### src/rtl/prq_pkg.sv
// prq_pkg: shared types, codes and default sizes of the priority ready queue
// used by every module in rtl; depends on nothing
package prq_pkg;

    // field widths fixed by the interface
    localparam int OPC_W  = 2;
    localparam int TASK_W = 8;
    localparam int PRIO_W = 3;
    localparam int ERR_W  = 2;

    // default sizes handed to the top level parameters
    localparam int DEF_NUM_PRIORITIES = 8;
    localparam int DEF_LIST_DEPTH     = 8;

    // command queue between front and back
    localparam int QUEUE_DEPTH = 2;
    localparam int QPTR_W      = (QUEUE_DEPTH > 1) ? $clog2(QUEUE_DEPTH) : 1;
    localparam int QCNT_W      = $clog2(QUEUE_DEPTH + 1);

    // opcode field encodings
    localparam logic [OPC_W-1:0] OPC_ADD    = 2'd0;
    localparam logic [OPC_W-1:0] OPC_REMOVE = 2'd1;
    localparam logic [OPC_W-1:0] OPC_QUERY  = 2'd2;

    // error field encodings
    localparam logic [ERR_W-1:0] ERR_OK    = 2'd0;
    localparam logic [ERR_W-1:0] ERR_FULL  = 2'd1;
    localparam logic [ERR_W-1:0] ERR_EMPTY = 2'd2;

    // classified operation
    typedef enum logic [1:0] {
        OP_ADD,
        OP_REMOVE,
        OP_QUERY
    } t_op;

    // one classified request; a saturated level always fits the priority field
    typedef struct packed {
        t_op               op;
        logic [TASK_W-1:0] task_id;
        logic [PRIO_W-1:0] level;
    } t_cmd;

    // queue status seen by front and back
    typedef struct packed {
        logic valid;
        logic full;
    } t_queue_status;

    // back end sequencer
    typedef enum logic {
        BK_WAIT,
        BK_READ
    } t_back_state;

endpackage

### src/rtl/prq_front.sv
// prq_front: accepts requests and classifies them into queue commands
// depends on prq_pkg
module prq_front #(
    parameter int NUM_PRIORITIES = prq_pkg::DEF_NUM_PRIORITIES
) (
    input  logic                         start,
    input  logic [prq_pkg::OPC_W-1:0]    i_opcode,
    input  logic [prq_pkg::TASK_W-1:0]   i_task_id,
    input  logic [prq_pkg::PRIO_W-1:0]   i_task_priority,
    input  prq_pkg::t_queue_status       i_qstat,
    output logic                         o_push,
    output prq_pkg::t_cmd                o_cmd
);

    localparam int CMP_W = 7;

    logic [CMP_W-1:0] prio_ext;

    // request taken whenever the queue has room
    assign o_push = start & ~i_qstat.full;

    assign prio_ext = CMP_W'(i_task_priority);

    // decode opcode, unused code acts as a query; saturate priority to the top level
    always_comb begin
        o_cmd.task_id = i_task_id;
        case (i_opcode)
            prq_pkg::OPC_ADD:    o_cmd.op = prq_pkg::OP_ADD;
            prq_pkg::OPC_REMOVE: o_cmd.op = prq_pkg::OP_REMOVE;
            prq_pkg::OPC_QUERY:  o_cmd.op = prq_pkg::OP_QUERY;
            default:             o_cmd.op = prq_pkg::OP_QUERY;
        endcase
        if (prio_ext >= CMP_W'(NUM_PRIORITIES)) begin
            o_cmd.level = prq_pkg::PRIO_W'(NUM_PRIORITIES - 1);
        end else begin
            o_cmd.level = i_task_priority;
        end
    end

endmodule

### src/rtl/prq_cmd_queue.sv
// prq_cmd_queue: short command queue that decouples front and back
// depends on prq_pkg
module prq_cmd_queue (
    input  logic                   i_clk,
    input  logic                   i_rst_n,
    input  logic                   i_push,
    input  prq_pkg::t_cmd          i_cmd,
    input  logic                   i_pop,
    output prq_pkg::t_cmd          o_cmd,
    output prq_pkg::t_queue_status o_qstat
);

    prq_pkg::t_cmd                 r_entry [prq_pkg::QUEUE_DEPTH];
    logic [prq_pkg::QPTR_W-1:0]    r_wr_ptr;
    logic [prq_pkg::QPTR_W-1:0]    r_rd_ptr;
    logic [prq_pkg::QCNT_W-1:0]    r_count;
    logic [prq_pkg::QPTR_W-1:0]    n_wr_ptr;
    logic [prq_pkg::QPTR_W-1:0]    n_rd_ptr;
    logic [prq_pkg::QCNT_W-1:0]    n_count;

    // status and head entry
    assign o_qstat = '{
        valid: (r_count != '0),
        full:  (r_count == prq_pkg::QCNT_W'(prq_pkg::QUEUE_DEPTH))
    };
    assign o_cmd   = r_entry[r_rd_ptr];

    // pointer and fill count update
    always_comb begin
        n_wr_ptr = r_wr_ptr;
        n_rd_ptr = r_rd_ptr;
        n_count  = r_count;
        if (i_push) begin
            n_wr_ptr = (r_wr_ptr == prq_pkg::QPTR_W'(prq_pkg::QUEUE_DEPTH - 1)) ?
                       '0 : r_wr_ptr + 1'b1;
        end
        if (i_pop) begin
            n_rd_ptr = (r_rd_ptr == prq_pkg::QPTR_W'(prq_pkg::QUEUE_DEPTH - 1)) ?
                       '0 : r_rd_ptr + 1'b1;
        end
        if (i_push && !i_pop) begin
            n_count = r_count + 1'b1;
        end else if (!i_push && i_pop) begin
            n_count = r_count - 1'b1;
        end
    end

    always_ff @(posedge i_clk) begin
        if (!i_rst_n) begin
            r_wr_ptr <= '0;
            r_rd_ptr <= '0;
            r_count  <= '0;
        end else begin
            r_wr_ptr <= n_wr_ptr;
            r_rd_ptr <= n_rd_ptr;
            r_count  <= n_count;
        end
    end

    // entry storage
    always_ff @(posedge i_clk) begin
        if (i_push) begin
            r_entry[r_wr_ptr] <= i_cmd;
        end
    end

endmodule

### src/rtl/prq_back.sv
// prq_back: executes commands on the per-level fifos and reports the top task
// depends on prq_pkg
module prq_back #(
    parameter int NUM_PRIORITIES = prq_pkg::DEF_NUM_PRIORITIES,
    parameter int LIST_DEPTH     = prq_pkg::DEF_LIST_DEPTH
) (
    input  logic                        i_clk,
    input  logic                        i_rst_n,
    input  prq_pkg::t_cmd               i_cmd,
    input  prq_pkg::t_queue_status      i_qstat,
    output logic                        o_pop,
    output logic                        o_done,
    output logic [prq_pkg::TASK_W-1:0]  o_next_task,
    output logic                        o_found,
    output logic [prq_pkg::ERR_W-1:0]   o_error
);

    localparam int LW    = (NUM_PRIORITIES > 1) ? $clog2(NUM_PRIORITIES) : 1;
    localparam int HW    = (LIST_DEPTH > 1) ? $clog2(LIST_DEPTH) : 1;
    localparam int CW    = $clog2(LIST_DEPTH + 1);
    localparam int SW    = CW + 1;
    localparam int SLOTS = NUM_PRIORITIES * LIST_DEPTH;
    localparam int AW    = (SLOTS > 1) ? $clog2(SLOTS) : 1;

    prq_pkg::t_back_state r_state;
    prq_pkg::t_back_state n_state;

    logic [prq_pkg::TASK_W-1:0] r_slots [SLOTS];
    logic [CW-1:0]              r_count [NUM_PRIORITIES];
    logic [HW-1:0]              r_head  [NUM_PRIORITIES];
    logic [prq_pkg::TASK_W-1:0] r_rd_data;
    logic                       r_found;
    logic                       r_done;
    logic [prq_pkg::ERR_W-1:0]  r_err;

    logic                       exec;
    logic [LW-1:0]              lvl;
    logic [LW-1:0]              pick;
    logic                       any_ready;
    logic [LW-1:0]              head_sel;
    logic [HW-1:0]              head_q;
    logic [CW-1:0]              cnt_q;
    logic [SW-1:0]              tail_sum;
    logic [SW-1:0]              head_sum;
    logic [HW-1:0]              tail_pos;
    logic [AW-1:0]              wr_addr;
    logic [AW-1:0]              rd_addr;
    logic                       wr_en;
    logic [CW-1:0]              n_count;
    logic [HW-1:0]              n_head;
    logic [prq_pkg::ERR_W-1:0]  n_err;

    // sequencer: execute a command, then read the top head
    always_ff @(posedge i_clk) begin
        if (!i_rst_n) begin
            r_state <= prq_pkg::BK_WAIT;
        end else begin
            r_state <= n_state;
        end
    end

    always_comb begin
        n_state = r_state;
        exec    = 1'b0;
        case (r_state)
            prq_pkg::BK_WAIT: begin
                if (i_qstat.valid) begin
                    exec    = 1'b1;
                    n_state = prq_pkg::BK_READ;
                end
            end
            prq_pkg::BK_READ: begin
                n_state = prq_pkg::BK_WAIT;
            end
            default: begin
                n_state = prq_pkg::BK_WAIT;
            end
        endcase
    end

    assign o_pop = exec;
    assign lvl   = LW'(i_cmd.level);

    // highest non-empty level, later levels win
    always_comb begin
        pick      = '0;
        any_ready = 1'b0;
        for (int p = 0; p < NUM_PRIORITIES; p++) begin
            if (r_count[p] != '0) begin
                pick      = LW'(p);
                any_ready = 1'b1;
            end
        end
    end

    // one read port on the head pointers, shared by both steps
    assign head_sel = (r_state == prq_pkg::BK_WAIT) ? lvl : pick;
    assign head_q   = r_head[head_sel];
    assign cnt_q    = r_count[lvl];

    // tail position and advanced head, wrapped to the depth
    always_comb begin
        tail_sum = SW'(head_q) + SW'(cnt_q);
        if (tail_sum >= SW'(LIST_DEPTH)) begin
            tail_sum = tail_sum - SW'(LIST_DEPTH);
        end
        head_sum = SW'(head_q) + SW'(1);
        if (head_sum >= SW'(LIST_DEPTH)) begin
            head_sum = head_sum - SW'(LIST_DEPTH);
        end
    end

    assign tail_pos = HW'(tail_sum);
    assign wr_addr  = AW'(int'(lvl) * LIST_DEPTH + int'(tail_pos));
    assign rd_addr  = AW'(int'(pick) * LIST_DEPTH + int'(head_q));

    // command execution
    always_comb begin
        wr_en   = 1'b0;
        n_count = cnt_q;
        n_head  = head_q;
        n_err   = prq_pkg::ERR_OK;
        case (i_cmd.op)
            prq_pkg::OP_ADD: begin
                if (cnt_q == CW'(LIST_DEPTH)) begin
                    n_err = prq_pkg::ERR_FULL;
                end else begin
                    wr_en   = exec;
                    n_count = cnt_q + 1'b1;
                end
            end
            prq_pkg::OP_REMOVE: begin
                if (cnt_q == '0) begin
                    n_err = prq_pkg::ERR_EMPTY;
                end else begin
                    n_count = cnt_q - 1'b1;
                    n_head  = HW'(head_sum);
                end
            end
            default: begin
                n_err = prq_pkg::ERR_OK;
            end
        endcase
    end

    // per-level pointers and counts
    always_ff @(posedge i_clk) begin
        if (!i_rst_n) begin
            for (int p = 0; p < NUM_PRIORITIES; p++) begin
                r_count[p] <= '0;
                r_head[p]  <= '0;
            end
        end else if (exec) begin
            r_count[lvl] <= n_count;
            r_head[lvl]  <= n_head;
        end
    end

    // task slot memory, registered read of the top head
    always_ff @(posedge i_clk) begin
        if (wr_en) begin
            r_slots[wr_addr] <= i_cmd.task_id;
        end
        r_rd_data <= r_slots[rd_addr];
    end

    // result registers
    always_ff @(posedge i_clk) begin
        if (!i_rst_n) begin
            r_done  <= 1'b0;
            r_found <= 1'b0;
            r_err   <= prq_pkg::ERR_OK;
        end else begin
            r_done <= (r_state == prq_pkg::BK_READ);
            if (exec) begin
                r_err <= n_err;
            end
            if (r_state == prq_pkg::BK_READ) begin
                r_found <= any_ready;
            end
        end
    end

    assign o_done      = r_done;
    assign o_found     = r_found;
    assign o_error     = r_err;
    assign o_next_task = r_found ? r_rd_data : '0;

endmodule

### src/rtl/priority_ready_queue.sv
// priority_ready_queue: ready queue with one circular fifo per priority level
// the result strobe o_done follows the command queue, the execute step and the slot read step
// the back end takes the next command only after the execute and slot read steps of the last one
// busy rises while the two-entry command queue is full; results cannot be stalled
// reset: synchronous active-low i_rst_n empties every fifo and the command queue
// depends on prq_pkg, prq_front, prq_cmd_queue, prq_back
module priority_ready_queue #(
    parameter int NUM_PRIORITIES = prq_pkg::DEF_NUM_PRIORITIES,
    parameter int LIST_DEPTH     = prq_pkg::DEF_LIST_DEPTH
) (
    input  logic                        i_clk,
    input  logic                        i_rst_n,
    input  logic                        start,
    output logic                        busy,
    input  logic [prq_pkg::OPC_W-1:0]   i_opcode,
    input  logic [prq_pkg::TASK_W-1:0]  i_task_id,
    input  logic [prq_pkg::PRIO_W-1:0]  i_task_priority,
    output logic                        o_done,
    output logic [prq_pkg::TASK_W-1:0]  o_next_task,
    output logic                        o_found,
    output logic [prq_pkg::ERR_W-1:0]   o_error
);

    prq_pkg::t_cmd          front_cmd;
    prq_pkg::t_cmd          head_cmd;
    prq_pkg::t_queue_status qstat;
    logic                   push;
    logic                   pop;

    assign busy = qstat.full;

    // request intake and classification
    prq_front #(
        .NUM_PRIORITIES (NUM_PRIORITIES)
    ) u_front (
        .start           (start),
        .i_opcode        (i_opcode),
        .i_task_id       (i_task_id),
        .i_task_priority (i_task_priority),
        .i_qstat         (qstat),
        .o_push          (push),
        .o_cmd           (front_cmd)
    );

    // command queue
    prq_cmd_queue u_queue (
        .i_clk   (i_clk),
        .i_rst_n (i_rst_n),
        .i_push  (push),
        .i_cmd   (front_cmd),
        .i_pop   (pop),
        .o_cmd   (head_cmd),
        .o_qstat (qstat)
    );

    // fifo execution and top task lookup
    prq_back #(
        .NUM_PRIORITIES (NUM_PRIORITIES),
        .LIST_DEPTH     (LIST_DEPTH)
    ) u_back (
        .i_clk       (i_clk),
        .i_rst_n     (i_rst_n),
        .i_cmd       (head_cmd),
        .i_qstat     (qstat),
        .o_pop       (pop),
        .o_done      (o_done),
        .o_next_task (o_next_task),
        .o_found     (o_found),
        .o_error     (o_error)
    );

endmodule
### config.mk
export PLATFORM = sky130hd
export DESIGN_NAME = priority_ready_queue
export DESIGN_NICKNAME = d
export VERILOG_FILES = /design/src/rtl/prq_pkg.sv /design/src/rtl/prq_front.sv /design/src/rtl/prq_cmd_queue.sv /design/src/rtl/prq_back.sv /design/src/rtl/priority_ready_queue.sv
export SDC_FILE = /design/constraint.sdc
export NUM_CORES = 1
export LEC_CHECK = 0
export BUFFER_PORTS_ARGS = -buffer_cell sky130_fd_sc_hd__clkbuf_2
export CORE_MARGIN = 10
export CORE_UTILIZATION = 50
export CTS_CLUSTER_DIAMETER = 60
export CTS_CLUSTER_SIZE = 20
export DETAILED_ROUTE_END_ITERATION = 7
export GPL_ROUTABILITY_DRIVEN = 0
export PLACE_DENSITY_LB_ADDON = 0.1
export SLEW_MARGIN = 5
export SYNTH_ARGS = -nofsm -noshare
export SYNTH_HDL_FRONTEND = slang
export SYNTH_SLANG_ARGS = --single-unit
### constraint.sdc
create_clock -name i_clk -period 5.3 [get_ports i_clk]
set_input_delay 0.53 -clock i_clk [delete_from_list [all_inputs] [get_ports i_clk]]
set_output_delay 0.53 -clock i_clk [all_outputs]
set_load 0.02 [all_outputs]
# == After elaboration in Yosys (flattened, before gate mapping) ==
# Memory sizes are Yosys's and may differ from the RTL's. A register that Yosys moved wholly into a read port is not among the register bits.
# Index checks and enable logic that the tools add are counted.
# classes
n_bitwise,3
addsub,12
reduce_logical,19
eq_ne,4
mux,54
n_lt_le_gt_ge,3
# op_table
op,n
3-bit 2-to-1 mux,13
4-bit nonzero test,8
1-bit 2-to-1 mux,28
6-bit by 3-bit adder with 6-bit output,2
4-bit 2-to-1 mux,3
2-bit 2-to-1 mux,5
8-bit 2-to-1 mux,1
2-bit one-hot mux with 2 select lines,2
4-bit one-hot mux with 2 select lines,1
3-bit by 1-bit subtractor with 3-bit output (second input constant),2
3-bit by 4-bit adder with 5-bit output,1
5-bit by 4-bit greater-or-equal comparator with 1-bit output (second input constant),1
3-bit by 1-bit adder with 4-bit output (second input constant),1
4-bit by 1-bit adder with 4-bit output (second input constant),1
2-bit by 1-bit == test with 1-bit output (second input constant),2
4-bit == test (second input constant),1
3-bit by 4-bit greater-or-equal comparator with 1-bit output (second input constant),1
4-bit greater-or-equal comparator (second input constant),1
2-bit zero test,2
4-bit zero test,1
2-bit nonzero test,2
4-bit OR reduction,1
4-bit by 1-bit subtractor with 4-bit output (second input constant),1
3-bit OR reduction,1
other kinds (9),13
# word_totals
elab_cells,106
mem_count,4
reg_bits,9
inputBits,16
output_inout_bits,13
ram_bits,594
# mem_list
name,words,width,read_ports,rd_ports_with_merged_regs,write_ports,line_no,rtl
u_back.r_slots,64,8,1,1,1,prq_back.sv:28,logic [prq_pkg::TASK_W-1:0] r_slots [SLOTS];
u_back.r_count,8,4,9,0,8,prq_back.sv:29,logic [CW-1:0] r_count [NUM_PRIORITIES];
u_queue.r_entry,2,13,1,1,1,prq_cmd_queue.sv:13,prq_pkg::t_cmd r_entry [prq_pkg::QUEUE_DEPTH];
u_back.r_head,8,3,1,0,8,prq_back.sv:30,logic [HW-1:0] r_head [NUM_PRIORITIES];

# == Depth between registers and ports, before layout ==
# An unclocked memory read counts as a cell.
# depth
ltp_word,17
ltp_mapped,19
depth_no_buf,14

# == Cells and area by module ==
# A second synthesis with hierarchy kept.
# unflattened
cells_unflattened,1769
area_unflattened_um2,24995.2
# modules_own_cells
module,seq_area_each_um2,area_per_inst_um2,cells_each,n_inst
prq_back,17316.6,23735.3,1693,1
prq_cmd_queue,880.8,1153.6,62,1
prq_front,0.0,106.4,14,1

# == Least setup slack after synthesis ==
# Ideal clock, no wire load.
# synth_timing
path_type,register -> register
from,memory u_back.r_count[5][0] in the netlist's numbering
to,"memory u_back.r_slots[13][0] in the netlist's numbering, enable pin"
t_arrival_ns,4.372
required_ns,4.930
path_stages_with_launch,18
setup_ns,0.370
path_buffers,4
period_less_slack_ns,4.742
path_slack_ns,0.558
path_cell_list,edfxtp_1 > nor4_4 > and4_1 > buf_4 > a21oi_1 > a2111oi_4 > nor2_2 > a21oi_4 > inv_2 > buf_4 > buf_2 > buf_2 > ha_1 > fa_1 > xor2_1 > xnor2_1 > nand3b_1 > nor2_1
# synth_rtl
item,line_no
start: declaration,prq_back.sv:29
end: declaration,prq_back.sv:28

==> reports/summary.md <==
The initial core utilization came out at 0.503. The clock arrives with 21.4 ps of skew. The worst-skew pair later-pin latency was 590 ps.

Subtracting the final worst setup slack from the clock period gives 5080 ps. The analysis attributes to cell leakage a power of 9.55 nW. The maximum fanout encountered on the critical timing path was 8. The initial detailed-routing violation count came out at 2,024.

The kind of critical path was reg -> reg. Clock transition time at the flip-flop clock pins of the worst setup and hold paths: 80 ps. In this run the critical register-to-register path is launched from u_back.r_count[5][0]$_SDFFCE_PN0P_. The most common cell after layout, fill and taps aside was sky130_fd_sc_hd__edfxtp_1. Buffers inserted during clock tree synthesis total 44. The tightest min-delay check is of the in -> reg type. The tools report the capturing point of the worst reg2reg path as u_back.r_slots[0][4]$_DFFE_PP_. For this run, the number of Yosys warnings is 0.

The detailed placement HPWL was 44.8 mm; the number of clock sinks was 612. The netlist uses 84 different library cells. The minimum hold slack came out at 126 ps. The top cell types in the final layout, fill and taps aside, are 594 x sky130_fd_sc_hd__edfxtp_1, 366 x sky130_fd_sc_hd__nand2_1, 162 x sky130_fd_sc_hd__nor2_1.

The tools report the maximum buffer depth of the clock tree as 3. After layout, the design draws a total of 0.0165 W. After floorplanning, the core was sized to cover 51,200 um2. The first global-routing pass estimated 105 mm of wire. The path depth of the worst reg2reg path works out to 14.

The category of the worst setup path capture point is a register. The max-slew violation count was 0. For flop-to-flop paths, the worst setup slack is 220 ps. Clock tree synthesis selected as its root buffer the cell sky130_fd_sc_hd__clkbuf_16.

The area growth from synthesis to layout is 10.2%. 0 antenna diodes ended up in the layout. Final critical-path share of the clock period: 0.958. The number of failing hold endpoints at the final stage is 0. The floorplan has 83 rows. Summing over every cut layer, the via total after detailed routing is 16,878. In the final routed layout, each cell accounts on average for 25.9 um. The type of element launching the critical path was a register. The flow ran to the end, and the final reports show no timing, DRC or antenna violations. Once detail routing completed, the nets flagged for antenna violations numbered 0. In the final timing run, aggregate negative setup slack is 0 ps. The count of state elements after synthesis works out to 612. The number of antenna violations at the first check in global routing is 0.

The run gives 0 as the number of buffers inserted for hold repair after clock tree synthesis. Across the run, the number of max-cap violations was 0. The die is 247 um wide.

Averaged over all synthesized cells, the footprint is 13.2 um2. The cell area that synthesis handed to floorplanning was 25,800 um2. End of the worst hold path: u_queue.r_entry[1][4]$_DFFE_PP_.

The synthesized net count came out at 1,976. The power density over cell area came out at 580 nW/um2. TritonCTS built the clock tree. The tools report the final layout net count as 2,030. After global routing the overflow that remains totals 0. Setup repair after global routing left no endpoint under its margin. The share of flip-flops with an asynchronous set or reset after synthesis came out at 0. The tools report the total global routing track utilization as 0.230. VDD sags by at most 0.422 mV.

For this block, the routed nets add up to 70.5 mm of wire. Number of primary I/O pins: 29. Among all flip-flop cells after synthesis, the most frequent one is sky130_fd_sc_hd__edfxtp_1.

The count of mapped cells out of synthesis was 1,954; the worst hold path cell count was 1. For this run, design rule violations remaining after detail routing come to 0. Setup violations remaining at the end of the flow were counted as 0.

The pin count of the biggest net entering global routing is 136. Fraction of layout cells with a size suffix above 1: 0.117. In this run the most critical hold path is launched from i_task_id[1]. During placement, the flow inserted port buffers numbering 28. Worst slew margin relative to its limit: 0.221. The sequential area share after synthesis is 0.706. The number of enable-type register cells in the synthesized netlist came out at 594.

Mean number of vias per cell: 6.21. At the worst endpoint, the arrival time is 5300 ps. For the pin with the worst max-slew slack, the measured transition is 1160 ps. The endpoint required time on the critical path is 5520 ps, and the chip height is 247 um.

The die covers 61,000 um2. The clock tree synthesis step divided the H-tree into 2 levels. The pre-antenna-repair detailed-routing pass consisted of 5 iterations. The number of global-route vias before repair is 16,388, and the highest attainable clock frequency is 0.197 GHz.
cell families (layout without fill, tap and decap cells):
logic type                 after synthesis  after routing  share of synthesized area
muxes                                   75             75                     0.0309
xor gates and xnor gates                 9              9                    0.00306
buffers and inverters                  124            209                     0.0240
DFF                                    612            612                      0.706
AOI/OAI and AO/OA                      418            418                      0.112
and+or+nand+nor                        710            710                      0.121
adders and majority gates                6              6                    0.00320
through the flow:
stage,cell area (um2),cells,utilization,setup slack (ps)
floorplan,25800,1954,-,558
global placement,27000,2642,0.527,432
detailed placement,27000,2642,0.527,381
CTS,28400,2719,0.555,327
global route,28400,2719,0.555,35.6
finish,28400,2719,0.555,224
worst max-delay path, cell delays in order, from the launching register on:
cell and delay [ps]:
sky130_fd_sc_hd__edfxtp_1 450, sky130_fd_sc_hd__or4_1 610, sky130_fd_sc_hd__o21ai_1 200, sky130_fd_sc_hd__o21ai_1 150, sky130_fd_sc_hd__a221oi_1 440, sky130_fd_sc_hd__nor2_2 120, sky130_fd_sc_hd__a21oi_4 200, sky130_fd_sc_hd__inv_4 60
sky130_fd_sc_hd__ha_1 210, sky130_fd_sc_hd__fa_1 430, sky130_fd_sc_hd__xor2_1 190, sky130_fd_sc_hd__xnor2_1 260, sky130_fd_sc_hd__inv_1 160, sky130_fd_sc_hd__nand2_1 470, sky130_fd_sc_hd__nor2_1 750
power by group:
group          total, W  internal (W)  switching [W]
clock           0.00348       0.00178        0.00170
combinational   0.00705       0.00209        0.00496
sequential      0.00594       0.00584       0.000106
total            0.0165       0.00970        0.00677
state kept, by name (all words and copies together), names as in the netlist, named ones only:
| register | count |
|---|---|
| u_back.o_found | 1 |
| u_back.o_error | 2 |
| u_back.r_slots | 512 |
| u_queue.r_entry | 26 |
| u_back.r_rd_data | 8 |
| u_back.r_state | 1 |
| u_back.o_done | 1 |
| u_queue.r_wr_ptr | 1 |
| u_back.r_head | 24 |
| u_back.r_count | 32 |
| u_queue.r_count | 2 |
| u_queue.r_rd_ptr | 1 |
what timing repair did:
item / CTS / global route
setup endpoints to repair: 0 / 1
endpoints found under the hold margin: 0 / 0
setup buffers: 0 / 0
resized for setup: 0 / 1
synth_stat cells, types with 10 or more instances:
| cell | n | area [um2] |
|---|---|---|
| sky130_fd_sc_hd__nand3_1 | 90 | 450 |
| sky130_fd_sc_hd__a221oi_1 | 38 | 333 |
| sky130_fd_sc_hd__a211oi_1 | 13 | 97.6 |
| sky130_fd_sc_hd__edfxtp_1 | 594 | 17800 |
| sky130_fd_sc_hd__dfxtp_1 | 18 | 360 |
| sky130_fd_sc_hd__buf_1 | 13 | 48.8 |
| sky130_fd_sc_hd__a22oi_1 | 41 | 308 |
| sky130_fd_sc_hd__clkbuf_1 | 35 | 131 |
| sky130_fd_sc_hd__nor2_1 | 162 | 608 |
| sky130_fd_sc_hd__a21oi_1 | 144 | 721 |
| sky130_fd_sc_hd__a22o_1 | 24 | 210 |
| sky130_fd_sc_hd__and2_1 | 14 | 87.6 |
| sky130_fd_sc_hd__a221o_1 | 17 | 170 |
| sky130_fd_sc_hd__nand2_1 | 366 | 1370 |
| sky130_fd_sc_hd__inv_1 | 11 | 41.3 |
| sky130_fd_sc_hd__mux2i_1 | 57 | 571 |
| sky130_fd_sc_hd__o21ai_0 | 51 | 255 |
| sky130_fd_sc_hd__a31oi_1 | 14 | 87.6 |
| sky130_fd_sc_hd__o22ai_1 | 12 | 75.1 |
| sky130_fd_sc_hd__buf_2 | 47 | 235 |
| sky130_fd_sc_hd__mux2_2 | 16 | 180 |
| sky130_fd_sc_hd__buf_4 | 12 | 90.1 |
| sky130_fd_sc_hd__nor3_1 | 10 | 50.1 |
worst max path at each step:
| stage | from | endpoint | slack, ps | depth (start not counted) |
|---|---|---|---|---|
| 5_1_grt | u_back.r_count[7][0]$_SDFFCE_PN0P_ | u_back.r_slots[0][4]$_DFFE_PP_ | 40 | 14 |
| 4_1_cts | u_back.r_count[7][0]$_SDFFCE_PN0P_ | u_back.r_slots[0][4]$_DFFE_PP_ | 330 | 14 |
| 2_1_floorplan | u_back.r_count[5][0]$_SDFFCE_PN0P_ | u_back.r_slots[13][0]$_DFFE_PP_ | 560 | 17 |
| 3_5_place_dp | u_back.r_count[5][0]$_SDFFCE_PN0P_ | u_back.r_slots[0][6]$_DFFE_PP_ | 380 | 14 |
| 6_report | u_back.r_count[5][0]$_SDFFCE_PN0P_ | u_back.r_slots[0][4]$_DFFE_PP_ | 220 | 14 |
| 3_3_place_gp | u_back.r_count[5][0]$_SDFFCE_PN0P_ | u_back.r_slots[16][5]$_DFFE_PP_ | 430 | 14 |
metal layers:
metal / part of all wire / track usage / vias up
li1: - / - / 7502
met2: 0.47 / 0.370 / 759
met3: 0.082 / 0.0332 / 104
met4: 0.027 / 0.0678 / 0
met5: 0 / 0 / -
met1: 0.42 / 0.320 / 8513
cell type report:
type                            instances  area, um2
Sequential cell                       612      18200
Multi-Input combinational cell       1218       7000
Clock inverter                         22        249
Fill cell                            4206      22800
Timing Repair Buffer                  120        872
Clock buffer                           55       1190
Inverter                               12       47.5
Tap cell                              680        851
No activity file was read; power rests on OpenSTA's default activity.
